**src/rtl/core/sharx_pkg.sv**
```systemverilog
// ---------------------------------------------------------------------------
// sharx_pkg: shared types and constants of the string hash
// Chunk geometry, rotation amounts, fold shifts and the mix unit command set.
// ---------------------------------------------------------------------------
package sharx_pkg;

  localparam int unsigned CHUNK_LEN    = 12;
  localparam int unsigned SLOT_W       = $clog2(CHUNK_LEN);
  localparam int unsigned PREFIX_LIMIT = 32;
  localparam int unsigned ROT_A        = 14;
  localparam int unsigned ROT_B        = 11;
  localparam int unsigned ROT_H        = 25;
  localparam int unsigned FOLD_SHL     = 5;
  localparam int unsigned FOLD_SHR     = 2;

  typedef enum logic [2:0] {
    OP_IDLE,
    OP_START,
    OP_ADD,
    OP_MIX_A,
    OP_MIX_B,
    OP_MIX_H,
    OP_FOLD_LOAD,
    OP_FOLD_STEP
  } arx_op_e;

  typedef struct packed {
    arx_op_e     op;
    logic [31:0] len;
  } arx_cmd_t;

  typedef struct packed {
    logic              en;
    logic [SLOT_W-1:0] slot;
    logic [7:0]        data;
  } chunk_wr_t;

  function automatic logic [31:0] rotr32(input logic [31:0] x, input int unsigned s);
    rotr32 = (x >> s) | (x << (32 - s));
  endfunction

endpackage

```
**src/rtl/core/string_hash_arx_prefix_top.sv**
```systemverilog
// ---------------------------------------------------------------------------
// string_hash_arx_prefix_top: streaming 32-bit string hash
// ARX-mixed 12-byte prefix chunks, shift-add-xor fold over the tail bytes.
// ---------------------------------------------------------------------------
//  channel  | dir | tdata                          | tuser                 | tlast
//  s_axis   | in  | [7:0] data_byte, [39:8] length | [0] first, [1] empty  | last
//  m_axis   | out | [31:0] hash_value              | [0] length_error      | -
//
//  A byte is taken only in the idle state. A byte that completes a chunk then
//  runs an add and three mix steps on the a/b/h registers. A last byte then
//  loads the fold and takes one fold step per cycle for each tail byte held
//  (0..32), paced by the tail memory read port. An empty string goes to the result.
//  Input is taken while a result waits on m_axis; a new result waits for it.
//  No clearing pass after reset; the block is ready in the first cycle.
module string_hash_arx_prefix_top import sharx_pkg::*; #(
  parameter int unsigned TAIL_DEPTH = 32
) (
  input  logic        clk_i,
  input  logic        rst_ni,
  input  logic        s_axis_tvalid,
  output logic        s_axis_tready,
  input  logic [39:0] s_axis_tdata,   // [7:0] data_byte, [39:8] string_length
  input  logic [1:0]  s_axis_tuser,   // [0] first_item, [1] empty_string
  input  logic        s_axis_tlast,   // last_item
  output logic        m_axis_tvalid,
  input  logic        m_axis_tready,
  output logic [31:0] m_axis_tdata,   // [31:0] hash_value
  output logic [0:0]  m_axis_tuser    // [0] length_error
);

  localparam int unsigned AW = $clog2(TAIL_DEPTH);
  localparam int unsigned CW = $clog2(TAIL_DEPTH + 1);

  typedef enum logic [7:0] {
    ST_IDLE   = 8'b0000_0001,
    ST_ADD    = 8'b0000_0010,
    ST_MIXA   = 8'b0000_0100,
    ST_MIXB   = 8'b0000_1000,
    ST_MIXH   = 8'b0001_0000,
    ST_FLOAD  = 8'b0010_0000,
    ST_FOLD   = 8'b0100_0000,
    ST_RESULT = 8'b1000_0000
  } state_e;

  state_e            state_q, state_d;
  logic [SLOT_W-1:0] slot_q, slot_d;
  logic [31:0]       rem_q, rem_d;
  logic [31:0]       count_q, count_d;
  logic [31:0]       decl_q, decl_d;
  logic              tail_q, tail_d;
  logic [CW-1:0]     tcnt_q, tcnt_d;
  logic              pend_last_q, pend_last_d;
  logic              pend_empty_q, pend_empty_d;
  logic              empty_err_q, empty_err_d;
  logic [AW-1:0]     idx_q, idx_d;
  logic              out_valid_q, out_valid_d;
  logic [31:0]       out_hash_q, out_hash_d;
  logic              out_err_q, out_err_d;

  logic              accept;
  logic [7:0]        in_byte;
  logic [31:0]       in_len;
  logic              in_first, in_empty;
  logic [SLOT_W-1:0] eff_slot;
  logic [31:0]       eff_rem, eff_count;
  logic              eff_tail;
  logic [CW-1:0]     eff_tcnt;
  logic              prefix_byte;
  logic [CW-1:0]     tcnt_dec;

  arx_cmd_t          cmd;
  chunk_wr_t         chunk_wr;
  logic              mem_wr_en, mem_rd_en;
  logic [AW-1:0]     mem_wr_addr, mem_rd_addr;
  logic [7:0]        mem_rd_data;
  logic [31:0]       fold;

  assign s_axis_tready = (state_q == ST_IDLE);
  assign accept        = s_axis_tvalid & s_axis_tready;
  assign in_byte       = s_axis_tdata[7:0];
  assign in_len        = s_axis_tdata[39:8];
  assign in_first      = s_axis_tuser[0];
  assign in_empty      = s_axis_tuser[1];

  // a first byte sees the freshly started string
  assign eff_slot  = in_first ? '0 : slot_q;
  assign eff_rem   = in_first ? in_len : rem_q;
  assign eff_count = in_first ? '0 : count_q;
  assign eff_tail  = in_first ? 1'b0 : tail_q;
  assign eff_tcnt  = in_first ? '0 : tcnt_q;

  // a chunk opens only with 32 or more declared bytes left; once in the
  // tail the string stays there
  assign prefix_byte = !eff_tail &&
                       ((eff_slot != '0) || (eff_rem >= 32'(PREFIX_LIMIT)));
  assign tcnt_dec    = tcnt_q - CW'(1);

  always_comb begin
    state_d      = state_q;
    slot_d       = slot_q;
    rem_d        = rem_q;
    count_d      = count_q;
    decl_d       = decl_q;
    tail_d       = tail_q;
    tcnt_d       = tcnt_q;
    pend_last_d  = pend_last_q;
    pend_empty_d = pend_empty_q;
    empty_err_d  = empty_err_q;
    idx_d        = idx_q;
    out_valid_d  = out_valid_q && !m_axis_tready;
    out_hash_d   = out_hash_q;
    out_err_d    = out_err_q;
    cmd.op       = OP_IDLE;
    cmd.len      = in_len;
    chunk_wr.en   = 1'b0;
    chunk_wr.slot = eff_slot;
    chunk_wr.data = in_byte;
    mem_wr_en    = 1'b0;
    mem_wr_addr  = eff_tcnt[AW-1:0];
    mem_rd_en    = 1'b0;
    mem_rd_addr  = idx_q;

    unique case (state_q)
      ST_IDLE: begin
        if (accept) begin
          if (in_empty) begin
            cmd.op       = OP_START;
            cmd.len      = '0;
            slot_d       = '0;
            rem_d        = '0;
            count_d      = '0;
            decl_d       = '0;
            tail_d       = 1'b0;
            tcnt_d       = '0;
            pend_empty_d = 1'b1;
            empty_err_d  = (in_len != '0);
            state_d      = ST_RESULT;
          end else begin
            if (in_first) begin
              cmd.op = OP_START;
              decl_d = in_len;
            end
            pend_empty_d = 1'b0;
            count_d = (eff_count == '1) ? eff_count : eff_count + 32'd1;
            slot_d  = eff_slot;
            rem_d   = eff_rem;
            tail_d  = eff_tail;
            tcnt_d  = eff_tcnt;
            if (prefix_byte) begin
              chunk_wr.en = 1'b1;
              rem_d       = eff_rem - 32'd1;
              if (eff_slot == SLOT_W'(CHUNK_LEN - 1)) begin
                slot_d      = '0;
                pend_last_d = s_axis_tlast;
                state_d     = ST_ADD;
              end else begin
                slot_d = eff_slot + SLOT_W'(1);
                if (s_axis_tlast) begin
                  state_d = ST_FLOAD;
                end
              end
            end else begin
              tail_d = 1'b1;
              if (eff_tcnt < CW'(TAIL_DEPTH)) begin
                mem_wr_en = 1'b1;
                tcnt_d    = eff_tcnt + CW'(1);
              end
              if (s_axis_tlast) begin
                state_d = ST_FLOAD;
              end
            end
          end
        end
      end
      ST_ADD: begin
        cmd.op  = OP_ADD;
        state_d = ST_MIXA;
      end
      ST_MIXA: begin
        cmd.op  = OP_MIX_A;
        state_d = ST_MIXB;
      end
      ST_MIXB: begin
        cmd.op  = OP_MIX_B;
        state_d = ST_MIXH;
      end
      ST_MIXH: begin
        cmd.op  = OP_MIX_H;
        state_d = pend_last_q ? ST_FLOAD : ST_IDLE;
      end
      ST_FLOAD: begin
        cmd.op = OP_FOLD_LOAD;
        if (tcnt_q == '0) begin
          state_d = ST_RESULT;
        end else begin
          mem_rd_en   = 1'b1;
          mem_rd_addr = tcnt_dec[AW-1:0];
          idx_d       = tcnt_dec[AW-1:0];
          state_d     = ST_FOLD;
        end
      end
      ST_FOLD: begin
        // fold walks the tail from the newest byte back to the oldest
        cmd.op = OP_FOLD_STEP;
        if (idx_q == '0) begin
          state_d = ST_RESULT;
        end else begin
          mem_rd_en   = 1'b1;
          mem_rd_addr = idx_q - AW'(1);
          idx_d       = idx_q - AW'(1);
        end
      end
      ST_RESULT: begin
        if (!out_valid_q || m_axis_tready) begin
          out_valid_d = 1'b1;
          out_hash_d  = pend_empty_q ? '0 : fold;
          out_err_d   = pend_empty_q ? empty_err_q : (count_q != decl_q);
          state_d     = ST_IDLE;
        end
      end
      default: state_d = ST_IDLE;
    endcase
  end

  always_ff @(posedge clk_i or negedge rst_ni) begin
    if (!rst_ni) begin
      state_q      <= ST_IDLE;
      slot_q       <= '0;
      rem_q        <= '0;
      count_q      <= '0;
      decl_q       <= '0;
      tail_q       <= 1'b0;
      tcnt_q       <= '0;
      pend_last_q  <= 1'b0;
      pend_empty_q <= 1'b0;
      empty_err_q  <= 1'b0;
      idx_q        <= '0;
      out_valid_q  <= 1'b0;
    end else begin
      state_q      <= state_d;
      slot_q       <= slot_d;
      rem_q        <= rem_d;
      count_q      <= count_d;
      decl_q       <= decl_d;
      tail_q       <= tail_d;
      tcnt_q       <= tcnt_d;
      pend_last_q  <= pend_last_d;
      pend_empty_q <= pend_empty_d;
      empty_err_q  <= empty_err_d;
      idx_q        <= idx_d;
      out_valid_q  <= out_valid_d;
    end
  end

  always_ff @(posedge clk_i) begin
    out_hash_q <= out_hash_d;
    out_err_q  <= out_err_d;
  end

  sharx_tail_mem #(
    .DEPTH(TAIL_DEPTH)
  ) u_tail_mem (
    .clk_i    (clk_i),
    .wr_en_i  (mem_wr_en),
    .wr_addr_i(mem_wr_addr),
    .wr_data_i(in_byte),
    .rd_en_i  (mem_rd_en),
    .rd_addr_i(mem_rd_addr),
    .rd_data_o(mem_rd_data)
  );

  sharx_arx_unit u_arx_unit (
    .clk_i      (clk_i),
    .rst_ni     (rst_ni),
    .cmd_i      (cmd),
    .chunk_wr_i (chunk_wr),
    .fold_byte_i(mem_rd_data),
    .fold_o     (fold)
  );

  assign m_axis_tvalid   = out_valid_q;
  assign m_axis_tdata    = out_hash_q;
  assign m_axis_tuser[0] = out_err_q;

endmodule

```
**src/rtl/core/sharx_tail_mem.sv**
```systemverilog
// ---------------------------------------------------------------------------
// sharx_tail_mem: tail byte store
// Single write port, single read port, read data registered.
// ---------------------------------------------------------------------------
module sharx_tail_mem #(
  parameter int unsigned DEPTH = 32
) (
  input  logic                     clk_i,
  input  logic                     wr_en_i,
  input  logic [$clog2(DEPTH)-1:0] wr_addr_i,
  input  logic [7:0]               wr_data_i,
  input  logic                     rd_en_i,
  input  logic [$clog2(DEPTH)-1:0] rd_addr_i,
  output logic [7:0]               rd_data_o
);

  logic [7:0] mem_q [DEPTH];
  logic [7:0] rd_data_q;

  always_ff @(posedge clk_i) begin
    if (wr_en_i) begin
      mem_q[wr_addr_i] <= wr_data_i;
    end
  end

  always_ff @(posedge clk_i) begin
    if (rd_en_i) begin
      rd_data_q <= mem_q[rd_addr_i];
    end
  end

  assign rd_data_o = rd_data_q;

endmodule

```
**src/rtl/core/sharx_arx_unit.sv**
```systemverilog
// ---------------------------------------------------------------------------
// sharx_arx_unit: mixing state and fold datapath
// Holds a/b/h, the fold value and the chunk bytes; one start, add, mix or fold step per command.
// ---------------------------------------------------------------------------
module sharx_arx_unit import sharx_pkg::*; (
  input  logic        clk_i,
  input  logic        rst_ni,
  input  arx_cmd_t    cmd_i,
  input  chunk_wr_t   chunk_wr_i,
  input  logic [7:0]  fold_byte_i,
  output logic [31:0] fold_o
);

  logic [CHUNK_LEN-1:0][7:0] chunk_q;
  logic [31:0] a_q, a_d, b_q, b_d, h_q, h_d;
  logic [31:0] f_q, f_d;
  logic [31:0] w0, w1, w2;

  // little-endian words
  assign w0 = chunk_q[3:0];
  assign w1 = chunk_q[7:4];
  assign w2 = chunk_q[11:8];

  always_comb begin
    a_d = a_q;
    b_d = b_q;
    h_d = h_q;
    f_d = f_q;
    unique case (cmd_i.op)
      OP_START: begin
        a_d = '0;
        b_d = '0;
        h_d = cmd_i.len;
      end
      OP_ADD: begin
        a_d = a_q + w0;
        b_d = b_q + w1;
        h_d = h_q + w2;
      end
      OP_MIX_A:     a_d = (a_q ^ h_q) - rotr32(h_q, ROT_A);
      OP_MIX_B:     b_d = (b_q ^ a_q) - rotr32(a_q, ROT_B);
      OP_MIX_H:     h_d = (h_q ^ b_q) - rotr32(b_q, ROT_H);
      OP_FOLD_LOAD: f_d = h_q;
      OP_FOLD_STEP: f_d = f_q ^ ((f_q << FOLD_SHL) + (f_q >> FOLD_SHR) + {24'd0, fold_byte_i});
      default: ;
    endcase
  end

  always_ff @(posedge clk_i or negedge rst_ni) begin
    if (!rst_ni) begin
      a_q <= '0;
      b_q <= '0;
      h_q <= '0;
    end else begin
      a_q <= a_d;
      b_q <= b_d;
      h_q <= h_d;
    end
  end

  always_ff @(posedge clk_i) begin
    f_q <= f_d;
    if (chunk_wr_i.en) begin
      chunk_q[chunk_wr_i.slot] <= chunk_wr_i.data;
    end
  end

  assign fold_o = f_q;

endmodule

```
**config.mk**
```make
export PLATFORM = sky130hd
export DESIGN_NAME = string_hash_arx_prefix_top
export DESIGN_NICKNAME = d
export VERILOG_FILES = /design/src/rtl/core/sharx_pkg.sv /design/src/rtl/core/string_hash_arx_prefix_top.sv /design/src/rtl/core/sharx_tail_mem.sv /design/src/rtl/core/sharx_arx_unit.sv
export SDC_FILE = /design/constraint.sdc
export NUM_CORES = 2
export LEC_CHECK = 0
export BUFFER_PORTS_ARGS = -buffer_cell sky130_fd_sc_hd__buf_2
export CORE_ASPECT_RATIO = 0.9
export CORE_UTILIZATION = 25
export DETAILED_ROUTE_END_ITERATION = 10
export SETUP_SLACK_MARGIN = 0.5
export SLEW_MARGIN = 20
export SYNTH_ARGS = -nofsm -noshare
export SYNTH_HDL_FRONTEND = slang
export SYNTH_SLANG_ARGS = --single-unit
```
**constraint.sdc**
```tcl
create_clock -name clk_i -period 4.5 [get_ports clk_i]
set_input_delay 0.45 -clock clk_i [delete_from_list [all_inputs] [get_ports clk_i]]
set_output_delay 0.45 -clock clk_i [all_outputs]
set_load 0.005 [all_outputs]
```
### Word level (Yosys, flattened, before mapping)

Memory sizes are Yosys's and may differ from the RTL's. A register that Yosys moved wholly into a read port is not among the register bits.
Cells that the tools add are included.

* register bits: 381
* memory bits (writable): 256
* input port bits: 47
* output and inout port bits: 35
* word-level logic and storage cells: 165
* memories: 1

Memory list
* u_tail_mem.mem_q: words 32, bits a word 8, read ports 1, clocked after memory_dff 1, wr ports 1, RTL line sharx_tail_mem.sv:17 `logic [7:0] mem_q [DEPTH];`

* add/sub/neg operators: 14
* order comparisons: 4
* eq/ne operators: 21
* muxes and demuxes: 63
* bitwise gates (word level): 9
* reductions and logical operators: 23

Operator list (count)
* $mux 32: 10
* $pmux 32 s3: 3
* $xor 32x32->32: 4
* $add 32x32->32: 3
* $bwmux 96: 1
* $sub 32x32->32: 3
* $mux 8: 9
* $pmux 32 s2: 1
* $pmux 8 s8: 1
* $mux 33: 1
* $add 32x1->32 const B: 1
* $add 32x30->32: 1
* $add 32x8->32: 1
* $demux 8 s4: 1
* $eq 32x32->1 const B: 1
* $ge 32x6->1 const B: 1
* $ne 32x32->1: 1
* $or 18x32->32: 1
* $or 21x32->32: 1
* $or 7x32->32: 1
* $reduce_bool 32->1: 1
* $sub 32x1->32 const B: 1
* $mux 6: 5
* $mux 1: 22
* 38 further kinds: 59

### Longest topological paths before layout

* depth after elaboration: 10
* gate-level depth with buffers: 18
* depth with buffers taken out: 14

### Modules after synthesis

A second synthesis with hierarchy kept.

* cell total of the unflattened synthesis: 3801
* area, all modules: 40542.6 um^2

By module, submodules not included
* sharx_arx_unit: times used 1, cells each 2411, area each 21262.9 um^2, seq. area each 6246.0 um^2
* sharx_tail_mem: times used 1, cells each 417, area each 10133.5 um^2, seq. area each 7927.6 um^2
* string_hash_arx_prefix_top: times used 1, cells each 973, area each 9146.3 um^2, seq. area each 4095.2 um^2

### Worst setup path before layout

OpenSTA, ideal clock, no wires.

* path type: input to register
* from: input port s_axis_tuser[0]
* to: memory u_tail_mem.mem_q[31][0] (enable)
* setup time: 0.370 ns
* arrival: 3.599 ns
* data required time: 4.130 ns
* slack: 0.531 ns
* cell stages on the path: 16
* buffers on the path: 6
* path through: buf_4 > buf_6 > buf_4 > buf_2 > buf_1 > nor2b_1 > inv_1 > ha_1 > o211ai_1 > nor4_1 > a32oi_2 > a21oi_1 > and2_1 > clkbuf_1 > nand2_1 > nor2_1

* cells in the longest elaborated chain, start to end: 10
* elaborated cells between the ends (all ways): 17
* those cells by class: order compare (2); mux (11); reduce/logical (4)

RTL lines
* start: declaration: RTL line string_hash_arx_prefix_top.sv:23 `input logic [1:0] s_axis_tuser,`
* $mux 32 / $mux 4 (equally long branches): RTL line string_hash_arx_prefix_top.sv:87, string_hash_arx_prefix_top.sv:86
* $ge 32x6->1 / $reduce_bool 4->1 (equally long branches): RTL line string_hash_arx_prefix_top.sv:95 `((eff_slot != '0) || (eff_rem >= 32'(PREFIX_LIMIT)));`
* $logic_or 1x1->1: RTL line string_hash_arx_prefix_top.sv:95
* $logic_and 1x1->1: RTL line string_hash_arx_prefix_top.sv:94 `assign prefix_byte = !eff_tail &&`
* $mux 1: RTL line string_hash_arx_prefix_top.sv:149 `if (prefix_byte) begin`
* $mux 1: RTL line string_hash_arx_prefix_top.sv:126 `if (in_empty) begin`
* $mux 1: RTL line string_hash_arx_prefix_top.sv:125 `if (accept) begin`
* $mux 1: RTL line string_hash_arx_prefix_top.sv:123 `unique case (state_q)`
* $mux 1: RTL line sharx_tail_mem.sv:21 `if (wr_en_i) begin`
* $mux 1 (not written as such): RTL line sharx_tail_mem.sv:22 `mem_q[wr_addr_i] <= wr_data_i;`
* end: declaration: RTL line sharx_tail_mem.sv:17

Parallel ways exist; a longest one is shown, timed or not.

### Final worst setup path

* from: register tcnt_q[2]
* to: register u_tail_mem.rd_data_q[2], in the netlist u_tail_mem.rd_data_o[2] (read register of u_tail_mem.mem_q) (data pin)

* cells in the longest elaborated chain, start to end: 3
* elaborated cells between the ends (all ways): 6
* those cells by class: add/sub (1); mux (4); reduce/logical (1)

RTL lines
* start: declaration: RTL line string_hash_arx_prefix_top.sv:51 `logic [CW-1:0] tcnt_q, tcnt_d;`
* start signal: assignment: RTL line string_hash_arx_prefix_top.sv:246 `tcnt_q <= tcnt_d;`
* $sub 5x1->5 / $logic_not 6->1 (equally long branches): RTL line string_hash_arx_prefix_top.sv:96, string_hash_arx_prefix_top.sv:193
* $mux 5 / $mux 1 (equally long branches)
* $pmux 5 s2 / $pmux 1 s2 (equally long branches): RTL line string_hash_arx_prefix_top.sv:123
* end: declaration: RTL line sharx_tail_mem.sv:18 `logic [7:0] rd_data_q;`

Parallel ways exist; a longest one is shown, timed or not.
A chain may end at the register's enable or synchronous reset.

==> results by group <==
Floorplanning
  – Vertical die dimension: 381 µm
  – Initial Utilization: 25.2%
  – Cell row count: 138
  – Number of ports placed on the die boundary: 82
  – Core ar.: 0.158 mm²
  – DIE WIDTH: 423 µm
  – Die area: between 0.15 and 0.2 mm²

Min path
  – Worst min path class: in -> reg

Logic synthesis
  – Async set-or-reset flop fraction in the synthesized netlist: 34.1%
  – Post-synthesis sequential area ratio: 45.9%
  – Post-Syn Instances: 3996
  – Total standard cell area after synthesis: around 0.040 mm²
  – Post-Synthesis Net Count: 4310
  – Ys Warns: 0
  – Per-instance average area after synthesis: 9.96 µm²
  – Number of unique standard cell types used by synthesis: 97
  – Primary flip-flop cell chosen by synthesis mapping: sky130_fd_sc_hd__edfxtp_1
  – Number of flip-flops and latches in the synthesized netlist: about 650
  – Number of synthesized flops with an enable pin: 425

Timing
  – Transition time at the pin with the least slew margin: 1.00 ns
  – Total setup violations reported at the end of the flow: 0
  – Setup repair after global routing missed its margin: true
  – Highest Clock Rate: 0.251 GHz
  – Worst max-slew margin expressed relative to the limit: between 30% and 40%
  – Crit path setup slack, layout: roughly 0.52 ns
  – Final hold violation count: 0
  – Final period utilization: 88.5%
  – Final number of max-transition violations: 0
  – Time the final worst path needs with I/O delays and setup: 3.98 ns
  – Worst Skew: 0.0675 ns
  – Sum of negative setup slack: 0 ns

Clock tree
  – Clock sink total: 645
  – TritonCTS buffer count: 73
  – CTS tree: yes
  – Buffer cell driving the clock tree root: sky130_fd_sc_hd__clkbuf_16
  – Clock Path Buffers: 3
  – Clock edge transition at the registers on the reported setup and hold paths: 0.06 ns
  – Insertion delay of the later-clocked pin in the worst-skew pair: slightly above 0.7 ns
  – CTS H-tree depth: 3

Route
  – Vias per std cell: ~5.2
  – Avg WL per Cell: 21.7 µm
  – # DRC: 0
  – Routed wire length: 136000 µm
  – DRT antenna net count: 0
  – Drt first-iter violations: 3191
  – Pre-antenna DRT Iters: 6
  – Vias: roughly 33k

Setup path
  – Crit-path slowest cell: sky130_fd_sc_hd__dfrtp_1
  – Required time worst endpoint: 4.94 ns
  – Chain of cells forming the critical path: or3_1 -> o21ai_1 -> a21o_1 -> a21oi_4 -> clkinv_8 -> buf_4 -> nand2_1 -> and3_1 -> a311oi_1 -> a311oi_1 -> a311oi_1 -> a21o_1
  – CP max FO: 33
  – Critical path's most frequent cell: sky130_fd_sc_hd__a311oi_1
  – Startpoint type of the worst setup path: flop
  – CP delay by family, top: compound AO/OA/AOI/OAI gates
  – Critical Path Sink Type: flop
  – CP Buf/Inv Count: 2
  – Delay of the slowest cell on the worst path: ~0.53 ns
  – Worst EP arrival: between 4 and 5 ns
  – Worst Setup Path Type: reg -> reg

Place
  – Placement Setup Slack: 0.284 ns
  – Estimated wirelength of the detail-placed design: 97300 µm
  – Post-placement cell area: 0.0431 mm²
  – Cell Count Post-Placement: 6121
  – Weighted congestion at the end of routability-driven global placement: 0.974
  – Port bufs: 81

Global route
  – Number of global-route vias before repair: ~31k
  – Global-route wire length before repair: around 200000 µm
  – Tot GR Track Use: between 10% and 20%
  – Largest net degree at the start of global routing: 93
  – Initial antenna violation count: 9
  – Global-route congestion overflow total: 0

Pwr
  – Static leakage: roughly 19 nW
  – Switching part of the total power: 42.3%
  – Share of power burned in combinational logic: 46.1%
  – Sequential cell fraction of total power: 30.0%
  – Power density over the cells: 564 mW/mm²
  – Post-layout total power: 25.8 mW
  – Internal Pwr Total: 14.9 mW
  – P_sw: between 10 and 15 mW
  – Worst supply voltage drop on vdd: ~330 µV
  – Share of power burned in the clock network: 23.9%

Layout
  – Leading cell type in the layout, fill and taps excluded: sky130_fd_sc_hd__nand2_1
  – Count of filler cells inserted in the layout: 16.3k
  – Fraction of final layout cells with drive strength greater than 1: under 10%
  – Most frequent cells in the layout: 482 x sky130_fd_sc_hd__nand2_1, 425 x sky130_fd_sc_hd__edfxtp_1, 257 x sky130_fd_sc_hd__ha_1, 238 x sky130_fd_sc_hd__o21ai_0, 226 x sky130_fd_sc_hd__nor2_1
  – Final net count: 4419
  – Final instance area: 0.0457 mm²
  – Growth of design area from synthesis to finish: 14.8%
  – Final standard cell count with taps included and fillers excluded: 6267

Outcome
  – Result of the run: complete, no violations

Job
  – Max capacitance violation total: 0
==> synthesized netlist by cell type, types with 43 or more instances <==
cell type	number	area (µm²)
sky130_fd_sc_hd__edfxtp_1	425	12800
sky130_fd_sc_hd__a31oi_1	44	275
sky130_fd_sc_hd__dfrtp_1	219	5480
sky130_fd_sc_hd__a21o_1	116	871
sky130_fd_sc_hd__xnor2_1	185	1620
sky130_fd_sc_hd__buf_2	43	215
sky130_fd_sc_hd__a22o_1	46	403
sky130_fd_sc_hd__a22oi_1	47	353
sky130_fd_sc_hd__ha_1	257	3220
sky130_fd_sc_hd__a21oi_1	222	1110
sky130_fd_sc_hd__nor3_1	65	325
sky130_fd_sc_hd__nor2b_1	67	419
sky130_fd_sc_hd__clkbuf_1	104	390
sky130_fd_sc_hd__inv_1	184	691
sky130_fd_sc_hd__nand3_1	185	926
sky130_fd_sc_hd__o21ai_0	238	1190
sky130_fd_sc_hd__xor2_1	192	1680
sky130_fd_sc_hd__nor2_1	228	856
sky130_fd_sc_hd__nand2_1	483	1810
==> final cells by class <==
type	count	area (µm²)	share of cell area (%)
multi-input combinational	3004	20300	44.4
antenna	1	2.50	0.00548
clock inverter	40	484	1.06
inverter	188	721	1.58
clock buffer	96	1970	4.32
tap	2100	2630	5.75
timing repair buffer	193	1350	2.96
sequential	645	18300	40.0
==> flip-flops by register name (all words and copies together) (netlist names), 4 cells and up <==
| signal | cells |
|---|---|
| u_arx_unit.b_q | 32 |
| slot_q | 4 |
| count_q | 32 |
| idx_q | 5 |
| rem_q | 32 |
| u_arx_unit.fold_o | 32 |
| u_tail_mem.rd_data_o | 8 |
| state_q | 8 |
| u_arx_unit.h_q | 32 |
| u_arx_unit.a_q | 32 |
| decl_q | 32 |
| tcnt_q | 6 |
| u_arx_unit.chunk_q | 96 |
| u_tail_mem.mem_q | 256 |
| m_axis_tdata | 32 |
==> repair_timing <==
item | CTS | global route
gates cloned | 1 | 1
pin swaps | 0 | 1
gates resized for setup | 5 | 12
endpoints found under the setup margin | 5 | 9
hold endpoints to repair | 43 | 0
hold buffers | 2 | 0
buffers inserted | 1 | 4
==> kinds of logic after synthesis <==
kind of cell / synth area share [%]
and+or+nand+nor: 15.1
AOI/OAI and AO/OA: 17.5
DFF: 45.9
xor gates and xnor gates: 8.30
buffers and inverters: 3.47
adders and majority gates: 8.58
muxes: 1.09
==> power by group through the flow <==
stage | registers, mW | logic, mW | clock network [mW]
6_report | 7.73 | 11.9 | 6.15
3_5_place_dp | 7.83 | 11.4 | 0
3_3_place_gp | 7.82 | 11.4 | 0
5_1_grt | 7.77 | 12.9 | 6.47
2_1_floorplan | 7.53 | 8.12 | 0
4_1_cts | 7.71 | 11.6 | 6.26
==> worst register-to-register path: cells and delay by family (launching register included) <==
kind / cells / cell delay [ns]
AO/OA/AOI/OAI: 7 / 1.99
buffers and inverters: 2 / 0.44
flip-flops: 1 / 0.53
AND/OR/NAND/NOR: 3 / 0.77
==> routing by layer <==
metal | GRT usage, % | up-vias | share of wire, %
met5 | 0 | - | 0.030
met4 | 6.09 | 6 | 3.8
met3 | 3.24 | 267 | 7.8
met2 | 25.3 | 1359 | 44
met1 | 22.6 | 16000 | 44
li1 | - | 14900 | -
==> stage by stage <==
step                util, %  hold slack (ns)
finish                 29.0           0.0509
global route           29.0           0.0245
CTS                    28.9          0.00442
detailed placement     27.3            0.386
global placement       27.3            0.387
floorplan                 -            0.154
==> final timing paths <==
check | to | depth (start not counted) | start | slack, ns
setup reg to reg | u_tail_mem.rd_data_o[2]$_DFFE_PP_ | 12 | tcnt_q[2]$_DFFE_PN0P_ | 0.52
hold / removal | pend_last_q$_DFFE_PN0P_ | 2 | s_axis_tlast | 0.05
hold reg to reg | rem_q[14]$_DFFE_PN0P_ | 1 | rem_q[14]$_DFFE_PN0P_ | 0.48
setup / recovery | u_tail_mem.rd_data_o[2]$_DFFE_PP_ | 12 | tcnt_q[2]$_DFFE_PN0P_ | 0.52
min in group asynchronous | u_arx_unit.a_q[23]$_DFFE_PN0P_ | 2 | rst_ni | 0.33
max in group asynchronous | u_arx_unit.h_q[29]$_DFFE_PN0P_ | 3 | rst_ni | 3.26
(Power assumes the default switching activity.)
